File: src/stationary_gyro_bias_averager_top_assert.svh
// ----------------------------------------------------------------------------
// stationary_gyro_bias_averager_top_assert.svh
// assertion macros shared by the averager top level
// ----------------------------------------------------------------------------
`ifndef STATIONARY_GYRO_BIAS_AVERAGER_TOP_ASSERT_SVH
`define STATIONARY_GYRO_BIAS_AVERAGER_TOP_ASSERT_SVH

// condition must never hold outside reset
`define SGBA_ASSERT_NEVER(lbl, cond, msg) \
   lbl: assert property (@(posedge clock) disable iff (reset) !(cond)) else $error(msg);

// antecedent implies consequent in the same cycle
`define SGBA_ASSERT_IMPLIES(lbl, ante, cons, msg) \
   lbl: assert property (@(posedge clock) disable iff (reset) (ante) |-> (cons)) \
      else $error(msg);

// antecedent implies consequent in the next cycle
`define SGBA_ASSERT_NEXT(lbl, ante, cons, msg) \
   lbl: assert property (@(posedge clock) disable iff (reset) (ante) |=> (cons)) \
      else $error(msg);

`endif

File: src/sgba_pkg.sv
// ----------------------------------------------------------------------------
// sgba_pkg
// shared constants, codes and control types of the gyro bias averager
// ----------------------------------------------------------------------------
`timescale 1ns / 1ps

package sgba_pkg;

   // field widths
   localparam int RATE_W     = 32;
   localparam int LIMIT_W    = 31;
   localparam int SAMPLE_W   = 16;
   localparam int CSR_DATA_W = 32;
   localparam int CSR_ADDR_W = 3;

   // default count width
   localparam int COUNT_BITS_DEF = 16;

   // register reset values
   localparam logic [LIMIT_W-1:0] VEL_LIMIT_RESET = 31'd1;
   localparam logic [LIMIT_W-1:0] YAW_LIMIT_RESET = 31'd32768;

   // register index, taken from the word address bit
   localparam logic CSR_VEL_LIMIT = 1'b0;
   localparam logic CSR_YAW_LIMIT = 1'b1;

   // input beat kinds
   localparam logic KIND_WHEEL = 1'b0;
   localparam logic KIND_GYRO  = 1'b1;

   // controller states
   typedef enum logic [2:0] {
      ST_IDLE,
      ST_PITCH_GO,
      ST_PITCH_WAIT,
      ST_YAW_WAIT,
      ST_PUBLISH
   } sgba_state_type;

   // controller to datapath
   typedef struct packed {
      logic load;
      logic div_start;
      logic div_yaw;
      logic take_pitch;
      logic publish;
   } sgba_cmd_type;

   // datapath to controller
   typedef struct packed {
      logic div_busy;
      logic div_done;
      logic out_free;
   } sgba_status_type;

endpackage

File: src/sgba_div.sv
// ----------------------------------------------------------------------------
// sgba_div
// restoring unsigned divider, one quotient bit per cycle
// ----------------------------------------------------------------------------
`timescale 1ns / 1ps

module sgba_div #(
   parameter int DIVIDEND_W = 48,
   parameter int DIVISOR_W  = 16
) (
   input  logic                  clock,
   input  logic                  reset,
   input  logic                  start,
   input  logic [DIVIDEND_W-1:0] dividend,
   input  logic [DIVISOR_W-1:0]  divisor,
   output logic                  busy,
   output logic                  done,
   output logic [DIVIDEND_W-1:0] quotient
);

   localparam int CNT_W = $clog2(DIVIDEND_W + 1);

   logic [DIVIDEND_W-1:0] quo_ff, quo_in;
   logic [DIVISOR_W-1:0]  rem_ff, rem_in;
   logic [DIVISOR_W-1:0]  dvs_ff, dvs_in;
   logic [CNT_W-1:0]      cnt_ff, cnt_in;
   logic                  busy_ff, busy_in;
   logic                  done_ff, done_in;
   logic [DIVISOR_W:0]    shifted;
   logic [DIVISOR_W:0]    diff;
   logic                  fits;

   // one restoring step
   assign shifted = {rem_ff, quo_ff[DIVIDEND_W-1]};
   assign diff    = shifted - {1'b0, dvs_ff};
   assign fits    = shifted >= {1'b0, dvs_ff};

   always_comb begin
      quo_in  = quo_ff;
      rem_in  = rem_ff;
      dvs_in  = dvs_ff;
      cnt_in  = cnt_ff;
      busy_in = busy_ff;
      done_in = 1'b0;
      if (start) begin
         quo_in  = dividend;
         rem_in  = '0;
         dvs_in  = divisor;
         cnt_in  = CNT_W'(DIVIDEND_W);
         busy_in = 1'b1;
      end else if (busy_ff) begin
         quo_in = {quo_ff[DIVIDEND_W-2:0], fits};
         rem_in = fits ? diff[DIVISOR_W-1:0] : shifted[DIVISOR_W-1:0];
         cnt_in = cnt_ff - 1'b1;
         if (cnt_ff == CNT_W'(1)) begin
            busy_in = 1'b0;
            done_in = 1'b1;
         end
      end
   end

   // control state
   always_ff @(posedge clock) begin
      if (reset) begin
         busy_ff <= 1'b0;
         done_ff <= 1'b0;
         cnt_ff  <= '0;
      end else begin
         busy_ff <= busy_in;
         done_ff <= done_in;
         cnt_ff  <= cnt_in;
      end
   end

   // working registers
   always_ff @(posedge clock) begin
      quo_ff <= quo_in;
      rem_ff <= rem_in;
      dvs_ff <= dvs_in;
   end

   assign busy     = busy_ff;
   assign done     = done_ff;
   assign quotient = quo_ff;

endmodule

File: src/sgba_datapath.sv
// ----------------------------------------------------------------------------
// sgba_datapath
// limits, running sums, count, shared divider and result register
// ----------------------------------------------------------------------------
`timescale 1ns / 1ps

module sgba_datapath #(
   parameter int COUNT_BITS = sgba_pkg::COUNT_BITS_DEF
) (
   input  logic                                clock,
   input  logic                                reset,
   // control
   input  sgba_pkg::sgba_cmd_type              cmd,
   output sgba_pkg::sgba_status_type           status,
   // input beat payload
   input  logic                                req_kind,
   input  logic [sgba_pkg::RATE_W-1:0]         req_velocity,
   input  logic [sgba_pkg::RATE_W-1:0]         req_pitch_rate,
   input  logic [sgba_pkg::RATE_W-1:0]         req_yaw_rate,
   // result channel
   output logic                                rsp_valid,
   input  logic                                rsp_ready,
   output logic [sgba_pkg::RATE_W-1:0]         rsp_pitch_average,
   output logic [sgba_pkg::RATE_W-1:0]         rsp_yaw_average,
   output logic [sgba_pkg::SAMPLE_W-1:0]       rsp_sample_count,
   // register port
   input  logic                                csr_psel,
   input  logic                                csr_penable,
   input  logic                                csr_pwrite,
   input  logic [sgba_pkg::CSR_ADDR_W-1:0]     csr_paddr,
   input  logic [sgba_pkg::CSR_DATA_W-1:0]     csr_pwdata,
   output logic [sgba_pkg::CSR_DATA_W-1:0]     csr_prdata
);

   localparam int RW   = sgba_pkg::RATE_W;
   localparam int LW   = sgba_pkg::LIMIT_W;
   localparam int SUMW = RW + COUNT_BITS;

   logic [LW-1:0]         vel_limit_ff, vel_limit_in;
   logic [LW-1:0]         yaw_limit_ff, yaw_limit_in;
   logic [RW-1:0]         last_vel_ff, last_vel_in;
   logic [SUMW-1:0]       pitch_sum_ff, pitch_sum_in;
   logic [SUMW-1:0]       yaw_sum_ff, yaw_sum_in;
   logic [COUNT_BITS-1:0] count_ff, count_in;
   logic [RW-1:0]         pitch_avg_ff, pitch_avg_in;
   logic                  rsp_valid_ff, rsp_valid_in;
   logic [RW-1:0]         rsp_pitch_ff, rsp_pitch_in;
   logic [RW-1:0]         rsp_yaw_ff, rsp_yaw_in;
   logic [sgba_pkg::SAMPLE_W-1:0] rsp_count_ff, rsp_count_in;

   logic            csr_write;
   logic [RW-1:0]   vel_mag, yaw_mag;
   logic            still;
   logic [SUMW-1:0] sel_sum;
   logic [SUMW-1:0] div_dividend;
   logic [SUMW-1:0] div_quotient;
   logic            div_busy, div_done;
   logic [RW-1:0]   quo_low;
   logic            quo_neg;
   logic [RW-1:0]   signed_avg;
   logic            out_free;

   // register writes and reads
   assign csr_write = csr_psel && csr_penable && csr_pwrite;

   always_comb begin
      vel_limit_in = vel_limit_ff;
      yaw_limit_in = yaw_limit_ff;
      if (csr_write) begin
         case (csr_paddr[2])
            sgba_pkg::CSR_VEL_LIMIT: vel_limit_in = csr_pwdata[LW-1:0];
            sgba_pkg::CSR_YAW_LIMIT: yaw_limit_in = csr_pwdata[LW-1:0];
            default: ;
         endcase
      end
   end

   always_comb begin
      case (csr_paddr[2])
         sgba_pkg::CSR_VEL_LIMIT: csr_prdata = {1'b0, vel_limit_ff};
         sgba_pkg::CSR_YAW_LIMIT: csr_prdata = {1'b0, yaw_limit_ff};
         default:                 csr_prdata = '0;
      endcase
   end

   // stationary test, most negative value gives magnitude 2^31
   assign vel_mag = last_vel_ff[RW-1] ? (~last_vel_ff + 1'b1) : last_vel_ff;
   assign yaw_mag = req_yaw_rate[RW-1] ? (~req_yaw_rate + 1'b1) : req_yaw_rate;
   assign still   = (vel_mag < {1'b0, vel_limit_ff}) && (yaw_mag < {1'b0, yaw_limit_ff});

   // state update on an accepted beat
   always_comb begin
      last_vel_in  = last_vel_ff;
      pitch_sum_in = pitch_sum_ff;
      yaw_sum_in   = yaw_sum_ff;
      count_in     = count_ff;
      if (cmd.load) begin
         if (req_kind == sgba_pkg::KIND_WHEEL) begin
            last_vel_in = req_velocity;
         end else if (still) begin
            // saturated count ignores the sample
            if (!(&count_ff)) begin
               pitch_sum_in = pitch_sum_ff + {{COUNT_BITS{req_pitch_rate[RW-1]}}, req_pitch_rate};
               yaw_sum_in   = yaw_sum_ff + {{COUNT_BITS{req_yaw_rate[RW-1]}}, req_yaw_rate};
               count_in     = count_ff + 1'b1;
            end
         end else begin
            pitch_sum_in = '0;
            yaw_sum_in   = '0;
            count_in     = '0;
         end
      end
   end

   // divider operand: magnitude of the selected sum
   assign sel_sum      = cmd.div_yaw ? yaw_sum_ff : pitch_sum_ff;
   assign div_dividend = sel_sum[SUMW-1] ? (~sel_sum + 1'b1) : sel_sum;

   sgba_div #(
      .DIVIDEND_W (SUMW),
      .DIVISOR_W  (COUNT_BITS)
   ) u_div (
      .clock    (clock),
      .reset    (reset),
      .start    (cmd.div_start),
      .dividend (div_dividend),
      .divisor  (count_ff),
      .busy     (div_busy),
      .done     (div_done),
      .quotient (div_quotient)
   );

   // restore the sign of the finished quotient, zero for an empty count
   assign quo_low = div_quotient[RW-1:0];

   // pitch sign while the pitch mean is taken, even as the yaw run is launched
   assign quo_neg = (cmd.div_yaw && !cmd.take_pitch) ? yaw_sum_ff[SUMW-1]
                                                     : pitch_sum_ff[SUMW-1];

   always_comb begin
      if (count_ff == '0) begin
         signed_avg = '0;
      end else if (quo_neg) begin
         signed_avg = ~quo_low + 1'b1;
      end else begin
         signed_avg = quo_low;
      end
   end

   assign pitch_avg_in = cmd.take_pitch ? signed_avg : pitch_avg_ff;

   // result register
   assign out_free = !rsp_valid_ff || rsp_ready;

   always_comb begin
      rsp_valid_in = rsp_valid_ff;
      rsp_pitch_in = rsp_pitch_ff;
      rsp_yaw_in   = rsp_yaw_ff;
      rsp_count_in = rsp_count_ff;
      if (rsp_valid_ff && rsp_ready) begin
         rsp_valid_in = 1'b0;
      end
      if (cmd.publish) begin
         rsp_valid_in = 1'b1;
         rsp_pitch_in = pitch_avg_ff;
         rsp_yaw_in   = signed_avg;
         rsp_count_in = sgba_pkg::SAMPLE_W'(count_ff);
      end
   end

   // control and state registers
   always_ff @(posedge clock) begin
      if (reset) begin
         vel_limit_ff <= sgba_pkg::VEL_LIMIT_RESET;
         yaw_limit_ff <= sgba_pkg::YAW_LIMIT_RESET;
         last_vel_ff  <= '0;
         pitch_sum_ff <= '0;
         yaw_sum_ff   <= '0;
         count_ff     <= '0;
         rsp_valid_ff <= 1'b0;
      end else begin
         vel_limit_ff <= vel_limit_in;
         yaw_limit_ff <= yaw_limit_in;
         last_vel_ff  <= last_vel_in;
         pitch_sum_ff <= pitch_sum_in;
         yaw_sum_ff   <= yaw_sum_in;
         count_ff     <= count_in;
         rsp_valid_ff <= rsp_valid_in;
      end
   end

   // payload registers
   always_ff @(posedge clock) begin
      pitch_avg_ff <= pitch_avg_in;
      rsp_pitch_ff <= rsp_pitch_in;
      rsp_yaw_ff   <= rsp_yaw_in;
      rsp_count_ff <= rsp_count_in;
   end

   assign status.div_busy = div_busy;
   assign status.div_done = div_done;
   assign status.out_free = out_free;

   assign rsp_valid         = rsp_valid_ff;
   assign rsp_pitch_average = rsp_pitch_ff;
   assign rsp_yaw_average   = rsp_yaw_ff;
   assign rsp_sample_count  = rsp_count_ff;

endmodule

File: src/sgba_ctrl.sv
// ----------------------------------------------------------------------------
// sgba_ctrl
// sequencer: update, pitch division, yaw division, publish
// ----------------------------------------------------------------------------
`timescale 1ns / 1ps

module sgba_ctrl (
   input  logic                      clock,
   input  logic                      reset,
   input  logic                      req_valid,
   output logic                      req_ready,
   input  sgba_pkg::sgba_status_type status,
   output sgba_pkg::sgba_cmd_type    cmd
);

   sgba_pkg::sgba_state_type state_ff, state_in;

   // state register
   always_ff @(posedge clock) begin
      if (reset) begin
         state_ff <= sgba_pkg::ST_IDLE;
      end else begin
         state_ff <= state_in;
      end
   end

   // next state and commands
   always_comb begin
      state_in       = state_ff;
      req_ready      = 1'b0;
      cmd.load       = 1'b0;
      cmd.div_start  = 1'b0;
      cmd.div_yaw    = 1'b0;
      cmd.take_pitch = 1'b0;
      cmd.publish    = 1'b0;
      case (state_ff)
         sgba_pkg::ST_IDLE: begin
            req_ready = 1'b1;
            if (req_valid) begin
               cmd.load = 1'b1;
               state_in = sgba_pkg::ST_PITCH_GO;
            end
         end
         sgba_pkg::ST_PITCH_GO: begin
            cmd.div_start = 1'b1;
            state_in      = sgba_pkg::ST_PITCH_WAIT;
         end
         sgba_pkg::ST_PITCH_WAIT: begin
            if (status.div_done) begin
               // keep pitch mean, launch yaw division
               cmd.take_pitch = 1'b1;
               cmd.div_start  = 1'b1;
               cmd.div_yaw    = 1'b1;
               state_in       = sgba_pkg::ST_YAW_WAIT;
            end
         end
         sgba_pkg::ST_YAW_WAIT: begin
            cmd.div_yaw = 1'b1;
            if (status.div_done) begin
               state_in = sgba_pkg::ST_PUBLISH;
            end
         end
         sgba_pkg::ST_PUBLISH: begin
            cmd.div_yaw = 1'b1;
            if (status.out_free) begin
               cmd.publish = 1'b1;
               state_in    = sgba_pkg::ST_IDLE;
            end
         end
         default: begin
            state_in = sgba_pkg::ST_IDLE;
         end
      endcase
   end

endmodule

File: src/stationary_gyro_bias_averager_top.sv
// a beat is loaded, then its pitch and yaw means are divided in turn and the result published
// a new beat is taken only once the last result is published, and publishing waits for a free
//   output register; the shared one-bit-per-cycle divider runs the pitch and yaw means back to back
// a finished result waits in the output register while the next beat is taken
// reset: synchronous, active high; limits return to defaults, sums, count and
//   last velocity clear, no result pending
// ----------------------------------------------------------------------------
// stationary_gyro_bias_averager_top
// zero-velocity cumulative average of pitch and yaw gyro rates
// ----------------------------------------------------------------------------
`timescale 1ns / 1ps
`include "stationary_gyro_bias_averager_top_assert.svh"

module stationary_gyro_bias_averager_top #(
   parameter int COUNT_BITS = sgba_pkg::COUNT_BITS_DEF
) (
   input  logic                                clock,
   input  logic                                reset,
   // input channel
   input  logic                                req_valid,
   output logic                                req_ready,
   input  logic                                req_kind,
   input  logic [sgba_pkg::RATE_W-1:0]         req_velocity,
   input  logic [sgba_pkg::RATE_W-1:0]         req_pitch_rate,
   input  logic [sgba_pkg::RATE_W-1:0]         req_yaw_rate,
   // result channel
   output logic                                rsp_valid,
   input  logic                                rsp_ready,
   output logic [sgba_pkg::RATE_W-1:0]         rsp_pitch_average,
   output logic [sgba_pkg::RATE_W-1:0]         rsp_yaw_average,
   output logic [sgba_pkg::SAMPLE_W-1:0]       rsp_sample_count,
   // register port
   input  logic                                csr_psel,
   input  logic                                csr_penable,
   input  logic                                csr_pwrite,
   input  logic [sgba_pkg::CSR_ADDR_W-1:0]     csr_paddr,
   input  logic [sgba_pkg::CSR_DATA_W-1:0]     csr_pwdata,
   output logic [sgba_pkg::CSR_DATA_W-1:0]     csr_prdata,
   output logic                                csr_pready
);

   sgba_pkg::sgba_cmd_type    cmd;
   sgba_pkg::sgba_status_type status;

   assign csr_pready = 1'b1;

   // sequencer
   sgba_ctrl u_ctrl (
      .clock     (clock),
      .reset     (reset),
      .req_valid (req_valid),
      .req_ready (req_ready),
      .status    (status),
      .cmd       (cmd)
   );

   // datapath
   sgba_datapath #(
      .COUNT_BITS (COUNT_BITS)
   ) u_datapath (
      .clock             (clock),
      .reset             (reset),
      .cmd               (cmd),
      .status            (status),
      .req_kind          (req_kind),
      .req_velocity      (req_velocity),
      .req_pitch_rate    (req_pitch_rate),
      .req_yaw_rate      (req_yaw_rate),
      .rsp_valid         (rsp_valid),
      .rsp_ready         (rsp_ready),
      .rsp_pitch_average (rsp_pitch_average),
      .rsp_yaw_average   (rsp_yaw_average),
      .rsp_sample_count  (rsp_sample_count),
      .csr_psel          (csr_psel),
      .csr_penable       (csr_penable),
      .csr_pwrite        (csr_pwrite),
      .csr_paddr         (csr_paddr),
      .csr_pwdata        (csr_pwdata),
      .csr_prdata        (csr_prdata)
   );

   // checks
   `SGBA_ASSERT_NEVER(a_no_accept_while_dividing, req_ready && status.div_busy, "beat taken during division")
   `SGBA_ASSERT_IMPLIES(a_publish_into_free, cmd.publish, !rsp_valid || rsp_ready, "result overwritten")
   `SGBA_ASSERT_NEXT(a_busy_after_accept, req_valid && req_ready, !req_ready, "second beat taken at once")
   `SGBA_ASSERT_NEVER(a_start_while_busy, cmd.div_start && status.div_busy, "divider restarted mid-run")

endmodule

File: config.mk
export PLATFORM = sky130hd
export DESIGN_NAME = stationary_gyro_bias_averager_top
export DESIGN_NICKNAME = d
export VERILOG_FILES = /design/src/sgba_pkg.sv /design/src/sgba_div.sv /design/src/sgba_datapath.sv /design/src/sgba_ctrl.sv /design/src/stationary_gyro_bias_averager_top.sv
export VERILOG_INCLUDE_DIRS = /design/src /design/src/src
export SDC_FILE = /design/constraint.sdc
export NUM_CORES = 1
export LEC_CHECK = 0
export ABC_AREA = 1
export BUFFER_PORTS_ARGS = -buffer_cell sky130_fd_sc_hd__buf_4
export CAP_MARGIN = 10
export CORE_MARGIN = 3
export CORE_UTILIZATION = 30
export CTS_BUF_LIST = sky130_fd_sc_hd__clkbuf_8 sky130_fd_sc_hd__clkbuf_16
export DETAILED_ROUTE_END_ITERATION = 8
export GPL_TIMING_DRIVEN = 0
export PLACE_DENSITY = 0.52
export SLEW_MARGIN = 20
export SYNTH_ARGS = -nofsm -noshare
export SYNTH_HDL_FRONTEND = slang
export SYNTH_SLANG_ARGS = --single-unit
File: constraint.sdc
create_clock -name clock -period 4.9 [get_ports clock]
set_input_delay 0.49 -clock clock [delete_from_list [all_inputs] [get_ports clock]]
set_output_delay 0.49 -clock clock [all_outputs]
set_load 0.05 [all_outputs]
Word level (Yosys, flattened, before mapping)
Cells that the tools add are included.

Multiplexer cells: 39. Equal/unequal tests: 10. Bitwise gates (word level): 7. Add/subtract/negate cells: 9. $lt $le $gt $ge: 3. Reductions and logical operators: 21.

Operators by type and width (count): $mux 48 (8); $mux 32 (4); $add 32x1->32 const B (3); $add 48x48->48 (2); $not 32->32 (3); $lt 32x31->1 (2); $pmux 32 s2 (1); $add 48x1->48 const B (1); $mux 16 (3); $not 48->48 (1); $ge 17x16->1 (1); $add 16x1->16 const B (1); $logic_not 16->1 (1); $reduce_and 16->1 (1); $sub 16x16->16 (1); $mux 3 (5); $pmux 3 s5 (1); $mux 1 (13); $mux 6 (2); $eq 3x2->1 const B (2); $eq 6x1->1 const B (1); $ne 2x1->1 const B (3); $reduce_and 2->1 (3); $sub 6x1->6 const B (1); other kinds (14) (25).

Logic and storage cells: 108. Bits in registers: 410. Output and inout port bits: 115. Input port bits: 139.

Depth between registers and ports, before layout
Depth after elaboration: 8. Gate-level depth with buffers: 27. Depth with buffers taken out: 26.

Modules after synthesis
From an unflattened synthesis, not the netlist that was laid out.

Cell total of the unflattened synthesis: 4577. Area total of the unflattened synthesis: 30416.7 um^2.

Modules (own cells, without submodules): sgba_datapath (cells each 3936, times used 1, sequential area each 7507.2 um^2, area each 25424.4 um^2); sgba_div (cells each 603, times used 1, sequential area each 2402.3 um^2, area each 4755.8 um^2); sgba_ctrl (cells each 36, times used 1, sequential area each 60.1 um^2, area each 225.2 um^2); stationary_gyro_bias_averager_top (cells each 2, times used 1, sequential area each 0.0 um^2, area each 11.3 um^2).

Worst setup path after synthesis
No wires, ideal clock.

Kind: reg2reg. Start point: register u_ctrl.state_ff[1]. End point: register u_datapath.rsp_pitch_ff[0], in the netlist u_datapath.rsp_pitch_average[0] (enable). Path slack: 0.264 ns. Cell stages (with the launch flop): 5. Library setup time: 0.519 ns. Data required time: 4.381 ns. Path buffers: 1. Clock period less this slack: 4.636 ns. Data arrival time: 4.117 ns. Cell sequence: dfxtp_1 > nor2_1 > nand2_2 > buf_2 > nor2_1.

RTL lines: start: declaration (RTL line sgba_ctrl.sv:16) `sgba_pkg::sgba_state_type state_ff, state_in;`; start signal: assignment (RTL line sgba_ctrl.sv:21) `state_ff <= sgba_pkg::ST_IDLE;`; start signal: assignment (RTL line sgba_ctrl.sv:23) `state_ff <= state_in;`; end signal: assignment (RTL line sgba_datapath.sv:195) `rsp_pitch_ff <= rsp_pitch_in;`; end: declaration (RTL line sgba_datapath.sv:47) `logic [RW-1:0] rsp_pitch_ff, rsp_pitch_in;`.

Worst setup path in the final report
Start point: register u_datapath.last_vel_ff[1]. End point: register u_datapath.count_ff[3].

Longest elaborated chain between the ends: 7. Elaborated cells between the ends (all ways): 8. Classes of those cells: add/sub: 1; order compare: 1; eq/ne: 1; mux: 2; bitwise: 1; reduce/logical: 2.

Ends and longest elaborated chain: start: declaration (RTL line sgba_datapath.sv:41) `logic [RW-1:0] last_vel_ff, last_vel_in;`; start signal: assignment (RTL line sgba_datapath.sv:184) `last_vel_ff <= last_vel_in;`; $not 32->32 (RTL line sgba_datapath.sv:87) `assign vel_mag = last_vel_ff[RW-1] ? (~last_vel_ff + 1'b1) : last_vel_ff;`; $add 32x1->32 (RTL line sgba_datapath.sv:87); $mux 32 * (RTL line sgba_datapath.sv:87); $lt 32x31->1 * (RTL line sgba_datapath.sv:89) `assign still = (vel_mag < {1'b0, vel_limit_ff}) && (yaw_mag < {1'b0, yaw_limit_ff});`; $logic_and 1x1->1 * (RTL line sgba_datapath.sv:89); $ne 2x2->1 (no line); $reduce_and 3->1 (no line); end signal: assignment (RTL line sgba_datapath.sv:187) `count_ff <= count_in;`; end: declaration (RTL line sgba_datapath.sv:44) `logic [COUNT_BITS-1:0] count_ff, count_in;`.

Mark *: on every way between the ends. The rest lies on a longest branch, timed or not. A chain may end at the register's enable or synchronous reset.

==> impl_summary.log <==
INFO  metric multi_input_comb_area = roughly 0.018 sq mm
INFO  metric synth_commonest_cells = 1,530 x sky130_fd_sc_hd__nand2_1, 742 x sky130_fd_sc_hd__inv_1, 613 x sky130_fd_sc_hd__nor2_1, 322 x sky130_fd_sc_hd__nand3_1, 255 x sky130_fd_sc_hd__a21oi_1
INFO  metric via_count = 31,800
INFO  metric sequential_cell_area = 0.00997 sq mm
INFO  metric finish.utilization = 35.8%
INFO  metric outcome = finished, final reports clean
INFO  metric end_kind = flip-flop
INFO  metric final.setup_skew = 0.0451 ns
INFO  metric num_io_pins = between 200 and 300
INFO  metric initial_antenna_violation_count = 5
INFO  metric area_growth = 17.6%
INFO  metric syn_area_per_cell = 6.35 sq um
INFO  metric drv_cap = 0
INFO  metric cts.root.buffer_cell = sky130_fd_sc_hd__clkbuf_16
INFO  metric num_rows = 117
INFO  metric min-delay-start = csr_pwdata[0]
INFO  metric final_min_period_over_clock_period = between 90% and 100%
INFO  metric drive_above_1_share = 8.35%
INFO  metric postRouteAntennaNets = 0
INFO  metric first_pass_grt_wire_length = around 180,000 um
INFO  metric seq_area_frac_synth = about a third
INFO  metric critical_path.max_fanout = 10
INFO  metric rsz0062_at_grt = false
INFO  metric power.leakage = 17.8 nW
INFO  metric mappedNetlistArea = 0.0312 sq mm
INFO  metric final.min_clock_period = 4.59 ns
INFO  metric fraction_of_synthesized_cell_area_taken_by_the_top_area_cell_type = a little under a fifth
INFO  metric fp.coreArea = 0.102 sq mm
INFO  metric p_per_area = 409 mW/mm^2
INFO  metric first_global_vias = 29,500
INFO  metric yosys_warnings = 0
INFO  metric crit_required = 5.45 ns
INFO  metric number_of_inserted_filler_cells_in_the_final_layout = 11,400
INFO  metric tritoncts_clock_tree = built
INFO  metric gr-usage-all-layers = 21.3%
INFO  metric reg2reg_to = u_datapath.count_ff[3]
INFO  metric final.hold.worst_slack = 0.0957 ns
INFO  metric routed_via_density = 4.80
INFO  metric final-max-slew-violation-count = 0
INFO  metric finalHoldViolCount = 0
INFO  metric reg2regPathDepth = 24
INFO  metric ys_async_sr_fraction = 0%
INFO  metric max-vdd-ir-drop = 0.295 mV
INFO  metric place.gp.congestion = 0.983
INFO  metric die_height = 329 um
INFO  metric min_to = u_datapath.vel_limit_ff[0]
INFO  metric postSynthCellCount = 4,912
INFO  metric max_slew_margin = 33.8%
INFO  metric clock_sink_count = a little over 400
INFO  metric number_of_enable_type_register_cells_in_the_synthesized_netlist = roughly 180
INFO  metric timing_worst_setup_path_type = flip-flop to flip-flop
INFO  metric timing.hold.worst.class = input port to flip-flop
INFO  metric clk-insertion-delay-late = around 0.65 ns
INFO  metric synth_fp_nets = 5,232
INFO  metric cts_buffer_depth = 3
INFO  metric synth_area_leaders = sky130_fd_sc_hd__nand2_1 18%, sky130_fd_sc_hd__edfxtp_1 17%, sky130_fd_sc_hd__dfxtp_1 15%
INFO  metric ctsHtreeMaxLevel = 2
INFO  metric fp.dieW = 329 um
INFO  metric synth_cell_type_count = 49
INFO  metric dp.final_hpwl = 98,700 um
INFO  metric crit_arrival = 5.14 ns
INFO  metric regToRegSetupSlack = a little over 0.3 ns
INFO  metric drc_errors = 0
INFO  metric largest_net_degree_at_the_start_of_global_routing = 34
INFO  metric finalNetCount = 5,538
INFO  metric drt_pass1_iterations = 6
INFO  metric synth_top_flop_cell = sky130_fd_sc_hd__dfxtp_1
INFO  metric worst_r2r_startpoint = u_datapath.last_vel_ff[1]
INFO  metric synth_most_common_cell = sky130_fd_sc_hd__nand2_1
INFO  metric yosys.area.top_type = sky130_fd_sc_hd__nand2_1
INFO  metric design.die.area = 0.108 sq mm
INFO  metric timing.final.setup_violations = 0
INFO  metric critPathLaunchType = flip-flop
INFO  metric hold-path-cell-count = 3
INFO  metric cts_buffers = roughly 50
INFO  metric tightestPinTransition = between 0.9 and 1 ns
INFO  metric wl_per_cell = 17.8 um
INFO  metric drt_iter0_drc = 2,405
INFO  metric port_buffers = around 250
INFO  metric fmaxAchievable = 0.218 GHz
INFO  metric clkTransAtPathRegs = about 0.070 ns
INFO  metric postSynthRegisterBits = 410
INFO  metric initial_core_util = 30.5%
INFO  metric routed_wl = 118,000 um
INFO  metric grt_overflow_total = 0
flip-flops by register name (all words and copies together), names as in the netlist, 3 cells and up:
name	cells
u_datapath.pitch_sum_ff	48
u_datapath.u_div.quotient	48
u_datapath.yaw_sum_ff	48
u_datapath.last_vel_ff	32
u_datapath.pitch_avg_ff	32
u_datapath.rsp_pitch_average	32
u_datapath.rsp_yaw_average	32
u_datapath.vel_limit_ff	31
u_datapath.yaw_limit_ff	31
u_datapath.count_ff	16
u_datapath.rsp_sample_count	16
u_datapath.u_div.dvs_ff	16
u_datapath.u_div.rem_ff	16
u_datapath.u_div.cnt_ff	6
u_ctrl.state_ff	3
cells in the final DEF (no fill, tap or decap), types with 5 or more instances in the layout:
cell,instances
sky130_fd_sc_hd__a21oi_1,255
sky130_fd_sc_hd__xnor2_1,54
sky130_fd_sc_hd__xor2_1,91
sky130_fd_sc_hd__buf_4,255
sky130_fd_sc_hd__clkbuf_4,8
sky130_fd_sc_hd__nor2_2,9
sky130_fd_sc_hd__clkbuf_16,50
sky130_fd_sc_hd__inv_2,8
sky130_fd_sc_hd__o21bai_1,11
sky130_fd_sc_hd__o211ai_1,16
sky130_fd_sc_hd__nand3_1,321
sky130_fd_sc_hd__or2_2,9
sky130_fd_sc_hd__o31ai_1,6
sky130_fd_sc_hd__inv_1,750
sky130_fd_sc_hd__o21ai_0,238
sky130_fd_sc_hd__clkinv_1,5
sky130_fd_sc_hd__nor2_4,7
sky130_fd_sc_hd__and3_1,5
sky130_fd_sc_hd__buf_2,24
sky130_fd_sc_hd__nor2_1,608
sky130_fd_sc_hd__edfxtp_1,176
sky130_fd_sc_hd__nand3b_1,36
sky130_fd_sc_hd__clkbuf_8,6
sky130_fd_sc_hd__a21o_1,7
sky130_fd_sc_hd__nand2_2,6
sky130_fd_sc_hd__buf_1,16
sky130_fd_sc_hd__ha_1,178
sky130_fd_sc_hd__buf_6,5
sky130_fd_sc_hd__clkbuf_2,7
sky130_fd_sc_hd__o21ai_1,13
sky130_fd_sc_hd__nor3_1,58
sky130_fd_sc_hd__nand4_1,89
sky130_fd_sc_hd__dfxtp_1,234
sky130_fd_sc_hd__clkinv_2,9
sky130_fd_sc_hd__nor4_1,14
sky130_fd_sc_hd__nand2_1,1530
sky130_fd_sc_hd__clkbuf_1,82
sky130_fd_sc_hd__a21boi_0,6
cell type report:
| class | count | share of cell area (%) |
|---|---|---|
| multi-input cells | 3603 | 48.6 |
| flip-flops and latches | 410 | 27.2 |
| inverters | 751 | 7.68 |
| repair buffers | 255 | 5.43 |
| well taps | 1368 | 4.66 |
| clock inverters | 35 | 0.948 |
| diodes | 3 | 0.0205 |
| plain buffers | 148 | 1.86 |
| clock buffers | 56 | 3.63 |
power breakdown:
part	internal, W	switching (W)
clock network	0.00218	0.00164
registers	0.00430	0.000535
logic	0.00206	0.00429
total	0.00854	0.00647
worst max-delay path, stage by stage (launching register included):
cell and delay [ns]:
sky130_fd_sc_hd__dfxtp_1 0.30, sky130_fd_sc_hd__inv_1 0.15, sky130_fd_sc_hd__ha_1 0.22, sky130_fd_sc_hd__inv_1 0.09
sky130_fd_sc_hd__nor3_4 0.17, sky130_fd_sc_hd__nand2_1 0.16, sky130_fd_sc_hd__nor3_4 0.19, sky130_fd_sc_hd__nand4_1 0.16
sky130_fd_sc_hd__nor2_2 0.17, sky130_fd_sc_hd__nand3_1 0.11, sky130_fd_sc_hd__o21ai_1 0.21, sky130_fd_sc_hd__o21ai_0 0.16
sky130_fd_sc_hd__xor2_1 0.36, sky130_fd_sc_hd__ha_1 0.30, sky130_fd_sc_hd__inv_1 0.06, sky130_fd_sc_hd__nor2_1 0.07
sky130_fd_sc_hd__nand3_1 0.17, sky130_fd_sc_hd__nand4_1 0.19, sky130_fd_sc_hd__nor2_2 0.31, sky130_fd_sc_hd__buf_4 0.30
sky130_fd_sc_hd__clkbuf_4 0.28, sky130_fd_sc_hd__nand2_1 0.07, sky130_fd_sc_hd__nand3_1 0.13, sky130_fd_sc_hd__nand2_1 0.08
sky130_fd_sc_hd__nor2_1 0.10
metrics by stage:
stage	total power, W	worst slack, ns	TNS, ns	cells	area (sq um)
after floorplan	0.00909	0.264	0	4912	31200
after global placement	0.0111	-1.73	-174.14	6527	34800
after detailed placement	0.0112	-0.499	-33.29	6534	34900
after CTS	0.0150	0.0534	0	6625	36600
after global routing	0.0161	0.00182	0	6629	36700
final	0.0150	0.307	0	6629	36700
worst max path at each step:
stage,startpoint,end,slack [ns]
2_1_floorplan,u_ctrl.state_ff[1],u_datapath.rsp_pitch_average[0],0.26
3_3_place_gp,u_ctrl.state_ff[1],u_datapath.rsp_sample_count[9],-1.73
3_5_place_dp,u_datapath.last_vel_ff[1],u_datapath.yaw_sum_ff[5],-0.50
4_1_cts,u_datapath.last_vel_ff[1],u_datapath.yaw_sum_ff[46],0.05
5_1_grt,u_datapath.last_vel_ff[1],u_datapath.count_ff[12],0.002
6_report,u_datapath.last_vel_ff[1],u_datapath.count_ff[3],0.31
logic make-up after synthesis:
group	Yosys count	synth area share, %
other	2	0.0241
and+or+nand+nor	2710	35.9
buffers and inverters	899	11.1
adders and majority gates	181	7.33
xor gates and xnor gates	145	4.07
AOI/OAI and AO/OA	565	9.57
DFF	410	31.9
what timing repair did:
| item | 4_1_cts | 5_1_grt |
|---|---|---|
| hold buffers | 0 | 0 |
| pin swaps | 0 | 2 |
| setup buffers | 0 | 1 |
| resized for setup | 9 | 27 |
| endpoints found under the setup margin | 112 | 112 |
routing by layer:
layer / vias up / wire length (um) / global-route usage [%]
li1: 16200 / - / -
met1: 14700 / 56000 / 29.7
met2: 783 / 53600 / 35.1
met3: 135 / 5570 / 2.23
met4: 2 / 2790 / 5.27
met5: - / 12 / 0
(Power assumes the default switching activity.)
